File: src/rtl/gccc_pkg.sv
// Shared constants, codes and sequencer state type for the grid cell converter.
// No dependencies; used by gccc_div and grid_cell_coordinate_converter_core.
package gccc_pkg;

    localparam int MAX_LEVELS = 8;
    localparam int LVL_W      = (MAX_LEVELS > 1) ? $clog2(MAX_LEVELS) : 1;

    localparam int POS_W  = 64;
    localparam int CELL_W = 32;
    localparam int SIZE_W = 63;
    localparam int DIV_CNT_W = $clog2(POS_W);

    typedef enum logic [1:0] {
        MODE_ABS  = 2'd0,
        MODE_CELL = 2'd1,
        MODE_NORM = 2'd2,
        MODE_NONE = 2'd3
    } mode_t;

    typedef enum logic [2:0] {
        CFG_BASE   = 3'd0,
        CFG_RATIO  = 3'd1,
        CFG_ORG_X  = 3'd2,
        CFG_ORG_Y  = 3'd3,
        CFG_ORG_Z  = 3'd4
    } cfg_idx_t;

    typedef enum logic [13:0] {
        ST_IDLE   = 14'b00000000000001,
        ST_SZ     = 14'b00000000000010,
        ST_SZ_LO  = 14'b00000000000100,
        ST_SZ_HI  = 14'b00000000001000,
        ST_AX     = 14'b00000000010000,
        ST_MAC_LO = 14'b00000000100000,
        ST_MAC_HI = 14'b00000001000000,
        ST_ADD_P  = 14'b00000010000000,
        ST_SUB    = 14'b00000100000000,
        ST_DIV    = 14'b00001000000000,
        ST_CELL   = 14'b00010000000000,
        ST_LOC_LO = 14'b00100000000000,
        ST_LOC_HI = 14'b01000000000000,
        ST_DONE_W = 14'b10000000000000
    } state_t;

    // Saturating add of a signed 64-bit value and a signed-by-flag 64-bit magnitude.
    function automatic logic [POS_W-1:0] sat_add(input logic [POS_W-1:0] a,
                                                 input logic [POS_W-1:0] mag,
                                                 input logic neg);
        logic signed [POS_W+1:0] ext_a;
        logic signed [POS_W+1:0] ext_m;
        logic signed [POS_W+1:0] s;
        ext_a = signed'({{2{a[POS_W-1]}}, a});
        ext_m = signed'({2'b00, mag});
        s = neg ? (ext_a - ext_m) : (ext_a + ext_m);
        if (s[POS_W+1:POS_W-1] == 3'b000 || s[POS_W+1:POS_W-1] == 3'b111)
            sat_add = s[POS_W-1:0];
        else if (s[POS_W+1])
            sat_add = {1'b1, {(POS_W-1){1'b0}}};
        else
            sat_add = {1'b0, {(POS_W-1){1'b1}}};
    endfunction

endpackage

File: src/rtl/gccc_div.sv
// Restoring divider, one quotient bit per cycle, for the grid cell converter.
// Depends on gccc_pkg for widths.
module gccc_div
(
    input  logic                             clk,
    input  logic                             rst_n,
    input  logic                             start,
    input  logic [gccc_pkg::POS_W-1:0]       dividend,
    input  logic [gccc_pkg::SIZE_W-1:0]      divisor,
    output logic                             done,
    output logic [gccc_pkg::POS_W-1:0]       quotient,
    output logic [gccc_pkg::SIZE_W-1:0]      remainder
);

    logic                                busy_reg;
    logic                                busy_next;
    logic                                done_reg;
    logic                                done_next;
    logic [gccc_pkg::DIV_CNT_W-1:0]      cnt_reg;
    logic [gccc_pkg::DIV_CNT_W-1:0]      cnt_next;
    logic [gccc_pkg::POS_W-1:0]          quo_reg;
    logic [gccc_pkg::POS_W-1:0]          quo_next;
    logic [gccc_pkg::SIZE_W-1:0]         rem_reg;
    logic [gccc_pkg::SIZE_W-1:0]         rem_next;
    logic [gccc_pkg::SIZE_W-1:0]         div_reg;
    logic [gccc_pkg::SIZE_W-1:0]         div_next;
    logic [gccc_pkg::POS_W-1:0]          trial;
    logic [gccc_pkg::POS_W-1:0]          diff;
    logic                                ge;

    assign trial = {rem_reg, quo_reg[gccc_pkg::POS_W-1]};
    assign ge    = trial >= {1'b0, div_reg};
    assign diff  = trial - {1'b0, div_reg};

    always_comb
    begin
        busy_next = busy_reg;
        done_next = 1'b0;
        cnt_next  = cnt_reg;
        quo_next  = quo_reg;
        rem_next  = rem_reg;
        div_next  = div_reg;
        if (start)
        begin
            busy_next = 1'b1;
            cnt_next  = '0;
            quo_next  = dividend;
            rem_next  = '0;
            div_next  = divisor;
        end
        else if (busy_reg)
        begin
            // shift in one dividend bit, subtract when it fits
            quo_next = {quo_reg[gccc_pkg::POS_W-2:0], ge};
            rem_next = ge ? diff[gccc_pkg::SIZE_W-1:0] : trial[gccc_pkg::SIZE_W-1:0];
            cnt_next = cnt_reg + 1'b1;
            if (cnt_reg == {gccc_pkg::DIV_CNT_W{1'b1}})
            begin
                busy_next = 1'b0;
                done_next = 1'b1;
            end
        end
    end

    always_ff @(posedge clk or negedge rst_n)
    begin
        if (!rst_n)
        begin
            busy_reg <= 1'b0;
            done_reg <= 1'b0;
            cnt_reg  <= '0;
        end
        else
        begin
            busy_reg <= busy_next;
            done_reg <= done_next;
            cnt_reg  <= cnt_next;
        end
    end

    always_ff @(posedge clk)
    begin
        quo_reg <= quo_next;
        rem_reg <= rem_next;
        div_reg <= div_next;
    end

    assign done      = done_reg;
    assign quotient  = quo_reg;
    assign remainder = rem_reg;

    a_no_start_busy: assert property (@(posedge clk) disable iff (!rst_n)
        start |-> !busy_reg) else $error("divider restarted while busy");
    a_done_after_busy: assert property (@(posedge clk) disable iff (!rst_n)
        done_reg |-> $past(busy_reg)) else $error("done without a running division");
    a_done_idle: assert property (@(posedge clk) disable iff (!rst_n)
        done_reg |-> !busy_reg) else $error("divider busy at done");

endmodule

File: config.mk
export PLATFORM = sky130hd
export DESIGN_NAME = gccc_div
export DESIGN_NICKNAME = d
export VERILOG_FILES = /design/src/rtl/gccc_pkg.sv /design/src/rtl/gccc_div.sv
export SDC_FILE = /design/constraint.sdc
export NUM_CORES = 1
export LEC_CHECK = 0
export BUFFER_PORTS_ARGS = -buffer_cell sky130_fd_sc_hd__buf_2
export CAP_MARGIN = 20
export CORE_MARGIN = 5
export CORE_UTILIZATION = 55
export DETAILED_ROUTE_END_ITERATION = 10
export GPL_TIMING_DRIVEN = 0
export HOLD_SLACK_MARGIN = 0.02
export MAX_ROUTING_LAYER = met4
export PLACE_DENSITY = 0.83
export SLEW_MARGIN = 20
export SYNTH_ARGS = -nofsm -noshare
export SYNTH_HDL_FRONTEND = slang
export SYNTH_SLANG_ARGS = --single-unit
File: constraint.sdc
create_clock -name clk -period 9.25 [get_ports clk]
set_input_delay 1.3875 -clock clk [delete_from_list [all_inputs] [get_ports clk]]
set_output_delay 1.3875 -clock clk [all_outputs]
set_load 0.01 [all_outputs]
Word level (Yosys, flattened, before mapping). Index checks and enable logic that the tools add are counted.

Register bits: 198. Latch bits: 0. Memory bits (writable): 0. Memory bits (read-only): 0. Bits of input ports: 130. Output and inout bits: 128. Memories kept: 0.

$add $sub $neg: 2. Multiply operators: 0. Divide/modulo/power cells: 0. $lt $le $gt $ge: 1. Equal/unequal tests: 1. Shift operators: 0. Muxes and demuxes: 11. Bitwise gates (word level): 0. Reductions and logical operators: 1.

Operator list (count): 64-bit two-way mux (2); 64-bit by 63-bit greater-or-equal comparator with 1-bit output (1); 63-bit two-way mux (1); 63-bit subtractor (1); 6-bit two-way mux (2); 6-bit by 1-bit adder with 6-bit output (second input constant) (1); 6-bit == test (second input constant) (1); 1-bit two-way mux (6); 2-bit nonzero test (1).

Longest topological paths before layout. Gate-level depths: netlist of run 1.

Depth in word-level cells: 4. Gate-level depth with buffers: 15. Gate-level depth less buffers: 13.

Worst setup path after synthesis of run 1. OpenSTA, ideal clock, no wires.

Kind: input -> register. Start: input port start. End: register quo_reg (netlist bit quotient[0]), enable pin. Library setup time: 0.418 ns. Data arrival time: 3.157 ns. Slack: 5.675 ns. Cell stages on the path: 4. Path buffers: 2. Cell sequence: clkbuf_1 -> nor2_1 -> clkbuf_1 -> inv_1.

Cells in the longest elaborated chain, start to end: 1.

Ends and longest elaborated chain: from (decl) (RTL line gccc_div.sv:7) `input logic start,`; 2-bit nonzero test (no line); to (signal assigned) (RTL line gccc_div.sv:83) `quo_reg <= quo_next;`; to (decl) (RTL line gccc_div.sv:21) `logic [gccc_pkg::POS_W-1:0] quo_reg;`.

Every way passes these cells. A chain may end at the register's enable or synchronous reset.

Final worst setup path of run 1.
Start: input port start. End: register cnt_reg[3] in the netlist's numbering.

Cells in the longest elaborated chain, start to end: 1.

Ends and longest elaborated chain: 6-bit two-way mux or 2-bit nonzero test (tied branches); to (signal assigned) (RTL line gccc_div.sv:77) `cnt_reg <= cnt_next;`; to (decl) (RTL line gccc_div.sv:19) `logic [gccc_pkg::DIV_CNT_W-1:0] cnt_reg;`.

Parallel ways exist; a longest one is shown, timed or not.

==> results.cfg, run 1 <==
[status]
outcome = finished, final reports clean

[cts]
cts_tree = built
clockBufferDepth = 2
post-cts-setup-buffer-count = 0
path_clk_slew_ns = 0.07
hold_buffers = 0
cts_sinks = 198
root_buffer = clkbuf_16
cts_buffers = 17
ctsHtreeMaxLevel = 4
post_cts_resized = 0
clk_latency_ns = 0.45

[sta]
max_freq_mhz = 251
setup_tns_ns = 0
maxSlewViolCount = 0
hold_slack_ns = 0.523
finalClockSkew_ns = 0.0126
relSlewSlack_pct = 42.9
period_needed_ns = 3.98
worst_slew_pin_slew_ns = 0.856
fin_crit_sh_pct = 43.0
finalHoldViolations = 0
rsz0062_at_grt = false
setup_viol = 0

[floorplanning]
ioPinCount = 258
die_h_um = 157
fp.dieW_um = 157
core_area_um2 = 21100
start_util_pct = 56.0
num_rows = 53
die_area_um2 = 24500

[global_route]
overflow = 0
antenna_found_initial = 0
grt_usage_pct = 29.3
grt_pass1_vias = 10200
grt_pass1_wl_mm = 54.4
grt_max_degree = 65

[detailed_routing]
detail_route.wl_per_cell_um = 20.2
post_drt_via_cell_ratio = 5.93
first_iter_violations = 699
remaining_drc_errors = 0
wl_mm = 35.6
dr.pass1.iters = 5
num_vias = 10400
ant_nets = 0

[critical_path]
end_kind = flip-flop
critPathArrivalTime_ns = 4.27
path_max_fanout = 64
critPathRequiredTime_ns = 9.55
worstSetupPathType = in2reg
startpoint_type = primary input

[pwr]
vdd_ir_drop_max_v = 0.000142
power.density_nw_per_um2 = 299
fin_total_pwr_mw = 4.21
p_leak_nw = 6.28

[synthesis]
netlist_instances = 1195
synthFlopType = edfxtp_1
syn_nets = 1390
syn_avg_cell_area_um2 = 9.89
yosysWarnings = 0
async_reset_ff_share_pct = 4.04
ys_seq_area_share_pct = 44.7
synth_cell_types = 83
synth-seq-cells = 198
syn_area_um2 = 11800
synth_edf_count = 127

[place]
io_buffers = 257
post-dp-hpwl_mm = 27.7
gp_congestion = 1.02

[final_layout]
syn2layout_area_growth_pct = 19.2
largest_reg_flops = 64
antennaDiodeCount = 0
drive_above_1_share_pct = 27.3
nets = 1667

[flow_run]
drv_cap = 0

[min_path]
hold_path.class = reg2reg
logic make-up after synthesis:
kind of cell,synth area share (%)
XOR/XNOR,4.30
AO/OA/AOI/OAI,18.3
buffers and inverters,5.21
AND/OR/NAND/NOR,11.5
adder cells (fa/ha/maj),6.95
multiplexers,9.09
flip-flops,44.7
per-layer routing:
layer	track usage, %	vias up	routed length, um	part of all wire (%)
met5	-	-	0	0
li1	-	4910	-	-
met3	5.31	85	2610	7.3
met1	35.9	4965	14300	40
met4	11.2	0	1400	3.9
met2	48.3	473	17300	49
cell type report:
cell class              instances  area, um^2
inverters                      88         333
well taps                     275         344
fillers                      1718        7000
clock buffers                  17         425
flip-flops and latches        198        5280
repair buffers                258        1310
plain buffers                  63         285
clock inverters                15         191
multi-input cells             846        5920
placed cells by master, fill, tap and decap left out, types with 4 or more instances in the layout:
| cell type | instances |
|---|---|
| buf_2 | 276 |
| nor3_1 | 15 |
| nor2_1 | 113 |
| o31ai_1 | 6 |
| o21bai_1 | 15 |
| o211ai_1 | 6 |
| nand3_1 | 17 |
| a211oi_1 | 44 |
| and2_1 | 5 |
| dfxtp_1 | 63 |
| ha_1 | 64 |
| inv_1 | 87 |
| a21oi_1 | 100 |
| clkbuf_1 | 36 |
| nand2b_1 | 7 |
| o21a_1 | 5 |
| mux2_2 | 64 |
| clkinv_8 | 6 |
| clkbuf_16 | 17 |
| nand4_1 | 27 |
| a22oi_1 | 13 |
| nand2_1 | 83 |
| a21o_1 | 16 |
| nor2b_1 | 4 |
| a221o_1 | 4 |
| edfxtp_1 | 127 |
| mux2i_1 | 33 |
| o21ai_1 | 19 |
| or3_1 | 5 |
| o21ai_0 | 60 |
| xor2_1 | 27 |
| xnor2_1 | 31 |
| dfrtp_1 | 8 |
stage by stage:
stage | cells | utilization [%] | instance area, um^2 | worst slack (ns)
final | 1760 | 66.8 | 14100 | 5.27
after global placement | 1727 | 63.7 | 13400 | 3.50
after CTS | 1760 | 66.8 | 14100 | 5.29
after global routing | 1760 | 66.8 | 14100 | 5.14
after floorplan | 1195 | - | 11800 | 5.67
after detailed placement | 1728 | 63.9 | 13500 | 4.82
critical path, cell delays in order:
cell and delay (ns):
buf_4 0.65, clkbuf_1 0.32, clkbuf_1 0.55, clkbuf_1 0.59, clkbuf_1 0.62, nor2_1 0.12
synthesized netlist by cell type, types with 3 or more instances:
| cell | n | share of area, % |
|---|---|---|
| inv_1 | 88 | 2.8 |
| a2111oi_2 | 3 | 0.38 |
| o211ai_1 | 6 | 0.38 |
| nor2b_1 | 4 | 0.21 |
| nor3_1 | 15 | 0.64 |
| xor2_1 | 27 | 2.0 |
| edfxtp_1 | 127 | 32 |
| a31o_2 | 3 | 0.22 |
| buf_2 | 20 | 0.85 |
| ha_1 | 64 | 6.8 |
| nand2b_1 | 7 | 0.37 |
| mux2i_1 | 33 | 2.8 |
| nand2_1 | 83 | 2.6 |
| a21oi_1 | 100 | 4.2 |
| xnor2_1 | 31 | 2.3 |
| nand4_1 | 27 | 1.4 |
| nor2_1 | 113 | 3.6 |
| o21ai_0 | 60 | 2.5 |
| a221o_1 | 4 | 0.34 |
| a211oi_1 | 44 | 2.8 |
| o21ai_1 | 19 | 0.80 |
| or3_1 | 5 | 0.26 |
| o31ai_1 | 6 | 0.38 |
| o21a_1 | 5 | 0.32 |
| and2_1 | 5 | 0.26 |
| mux2_2 | 64 | 6.1 |
| a21o_1 | 16 | 1.0 |
| o21bai_1 | 15 | 0.95 |
| a22oi_1 | 13 | 0.83 |
| dfxtp_1 | 63 | 11 |
| dfrtp_1 | 8 | 1.7 |
| clkbuf_1 | 36 | 1.1 |
| nand3_1 | 17 | 0.72 |
| a21boi_0 | 3 | 0.19 |
path summary, 6_finish.rpt:
| check | cells past startpoint | slack [ns] | end | startpoint |
|---|---|---|---|---|
| max | 6 | 5.27 | cnt_reg[3] | start |
| min | 2 | 0.52 | remainder[32] | remainder[32] |
| max reg2reg | 12 | 5.60 | remainder[58] | remainder[54] |
| min reg2reg | 2 | 0.52 | remainder[32] | remainder[32] |
| max in group asynchronous | 1 | 8.25 | cnt_reg[1] | rst_n |
| min in group asynchronous | 1 | 0.79 | busy_reg | rst_n |
where the power goes:
group	internal [mW]	switching, mW	total (mW)
registers	1.13	0.175	1.30
logic	0.856	1.29	2.14
clock network	0.370	0.396	0.766
total	2.35	1.86	4.21
(Power assumes the default switching activity.)
==> run 2, diff against run 1 <==
--- a/config.mk
+++ b/config.mk
@@ -5,6 +5,7 @@
 export SDC_FILE = /design/constraint.sdc
 export NUM_CORES = 1
 export LEC_CHECK = 0
+export ABC_AREA = 1
 export BUFFER_PORTS_ARGS = -buffer_cell sky130_fd_sc_hd__buf_2
 export CAP_MARGIN = 20
 export CORE_MARGIN = 5
@@ -13,7 +14,7 @@
 export GPL_TIMING_DRIVEN = 0
 export HOLD_SLACK_MARGIN = 0.02
 export MAX_ROUTING_LAYER = met4
-export PLACE_DENSITY = 0.83
+export PLACE_DENSITY = 0.81
 export SLEW_MARGIN = 20
 export SYNTH_ARGS = -nofsm -noshare
 export SYNTH_HDL_FRONTEND = slang
==> constraint.sdc (replaced) <==
create_clock -name clk -period 3.9 [get_ports clk]
set_input_delay 0.585 -clock clk [delete_from_list [all_inputs] [get_ports clk]]
set_output_delay 0.585 -clock clk [all_outputs]
set_load 0.01 [all_outputs]
==> run 2 against run 1 <==
  * Setup slack lost 4.4 ns
  * Utilization shrank 2.2 points
  * Die area increased by 20%
  * Sequential share of layout area shrank 5.8 points
  * Power up 19%
  * Worst hold slack worse by 0.24 ns
  * Register-to-register slack lost 4.7 ns
==> results.cfg, run 2 <==
[global_route]
antenna_found_initial = 2
globalRoute.busiestLayer = met2
overflow = 0
grt_usage_pct = 33.7
grt_util_met1_pct = 43.2
grt_use_met3_pct = 5.88
grt_pass1_vias = 13700
grt_pass1_wl_mm = 73.7
grt_max_degree = 42
grtUsageMet2_pct = 54.8

[synthesis]
synth_top_cell_by_area = edfxtp_1
synth_edf_count = 127
syn_area_um2 = 14300
ys_seq_area_share_pct = 36.9
synthFlopType = edfxtp_1
syn_avg_cell_area_um2 = 6.55
yosysMostFrequentCell = nand2_1
synth-seq-cells = 198
syn_nets = 2378
synth_top_area_share_pct = 26.7
yosysWarnings = 0
async_reset_ff_share_pct = 4.04
synthTopCellsByCount = 945 x nand2_1, 431 x inv_1, 137 x nand3_1
synth_cell_types = 41
synth_area_leaders = edfxtp_1 27%, nand2_1 25%, inv_1 11%
netlist_instances = 2183

[sta]
max_freq_mhz = 331
setup_slack_ns = 0.877
period_needed_ns = 3.02
finalClockSkew_ns = 0.0286
setup_viol = 0
maxSlewViolCount = 0
rsz0062_at_grt = false
finalHoldViolations = 0
fin_crit_sh_pct = 77.5
worst_slew_pin_slew_ns = 0.775
relSlewSlack_pct = 48.4
hold_slack_ns = 0.283

[floorplanning]
die_h_um = 171
ioPinCount = 258
fp.dieW_um = 171
die_area_um2 = 29300
num_rows = 59
core_area_um2 = 25800
start_util_pct = 55.3

[cts]
ctsHtreeMaxLevel = 4
cts_buffers = 17
root_buffer = clkbuf_16
clk_latency_ns = 0.47
cts_tree = built
clockBufferDepth = 2
post_cts_resized = 0
path_clk_slew_ns = 0.10
cts_sinks = 198

[detailed_routing]
wl_mm = 48.4
post_drt_via_cell_ratio = 5.07
remaining_drc_errors = 0
first_iter_violations = 1305
dr.pass1.iters = 6
detail_route.wl_per_cell_um = 17.2
ant_nets = 0
num_vias = 14300

[critical_path]
end_kind = flip-flop
worstSetupPathType = reg2reg
critPathArrivalTime_ns = 3.38
startpoint_type = flip-flop
path_max_fanout = 10
critPathRequiredTime_ns = 4.25

[place]
post-dp-hpwl_mm = 39.7
place_ws_ns = 0.856
dp_cells = 2778
io_buffers = 257
gp_congestion = 1.03

[final_layout]
fin_cells = 2813
final_common_cell = nand2_1
largest_reg_flops = 64
drive_above_1_share_pct = 15.5
nets = 2658
multi_input_area_um2 = 7060
final_cell_mix = 945 x nand2_1, 431 x inv_1, 264 x buf_2, 137 x nand3_1, 127 x edfxtp_1
fill_cells = 2404
register_area_um2 = 5280
syn2layout_area_growth_pct = 16.7

[status]
outcome = finished, final reports clean

[pwr]
vdd_ir_drop_max_v = 0.000278
power.density_nw_per_um2 = 300
p_leak_nw = 9.72
fin_total_pwr_mw = 5.00

[flow_run]
drv_cap = 0

[min_path]
hold_path.class = in2reg
## run 2: cell type report
| cell class | count | area share [%] |
|---|---|---|
| multi-input combinational | 1491 | 42.3 |
| sequential | 198 | 31.6 |
| inverter | 448 | 10.1 |
| timing repair buffer | 261 | 8.12 |
| clock buffer | 17 | 2.55 |
| tap | 335 | 2.51 |
| buffer | 46 | 1.67 |
| clock inverter | 15 | 1.07 |
| antenna | 2 | 0.0300 |
## run 2: timing repair
action,in CTS,in global routing
endpoints found under the setup margin,0,0
hold endpoints to repair,8,0
buffers inserted,0,0
hold buffers,1,0
## run 2: metal layers
layer,vias up,part of all wire [%]
li1,7204,-
met1,6406,43
met2,572,46
met3,81,7.9
met4,0,3.1
met5,-,0
## run 2: per-stage QoR
stage	util, %	cell area (um^2)	setup TNS, ns
2_1_floorplan	-	14300	0
3_3_place_gp	61.9	16000	-146.88
3_5_place_dp	62.2	16100	0
4_1_cts	64.5	16700	0
5_1_grt	64.6	16700	0
6_report	64.6	16700	0
## run 2: critical path: stages (launching register included)
cell,delay (ns)
edfxtp_1,0.35
inv_1,0.06
ha_1,0.23
fa_1,0.42
inv_1,0.17
nand2_1,0.07
nand2_1,0.11
nand3_2,0.08
nand2_2,0.12
nand2_2,0.06
nand2_2,0.12
nand2_2,0.07
nand3_2,0.08
nand2_4,0.06
nand2_4,0.16
buf_2,0.35
nand3_1,0.22
nand2_1,0.11
nand2_1,0.04
## run 2: path summary, 6_finish.rpt
path,from,endpoint,slack (ns),cells after the start
worst max-delay path,quotient[63],remainder[52],0.88,18
worst min-delay path,divisor[43],div_reg[43],0.28,1
worst max register to register,quotient[63],remainder[52],0.88,18
worst min register to register,remainder[41],remainder[41],0.49,2
max in group asynchronous,rst_n,cnt_reg[5],3.20,2
min in group asynchronous,rst_n,done,0.51,2
## run 2: power breakdown
group / internal [mW] / leakage [nW] / switching (mW) / total (mW)
registers: 2.36 / 1.93 / 0.0602 / 2.42
clock network: 0.874 / 0.296 / 1.00 / 1.88
logic: 0.250 / 7.49 / 0.447 / 0.697
total: 3.49 / 9.72 / 1.51 / 5.00
## run 2: cells by family (layout without fill, tap and decap cells)
family,after synthesis,count (layout),share of synthesized area (%)
buffers and inverters,494,787,13.7
XOR/XNOR,31,31,1.90
adder cells (fa/ha/maj),65,65,5.74
flip-flops,198,198,36.9
other,0,2,0
AO/OA/AOI/OAI,89,89,3.30
AND/OR/NAND/NOR,1306,1306,38.5
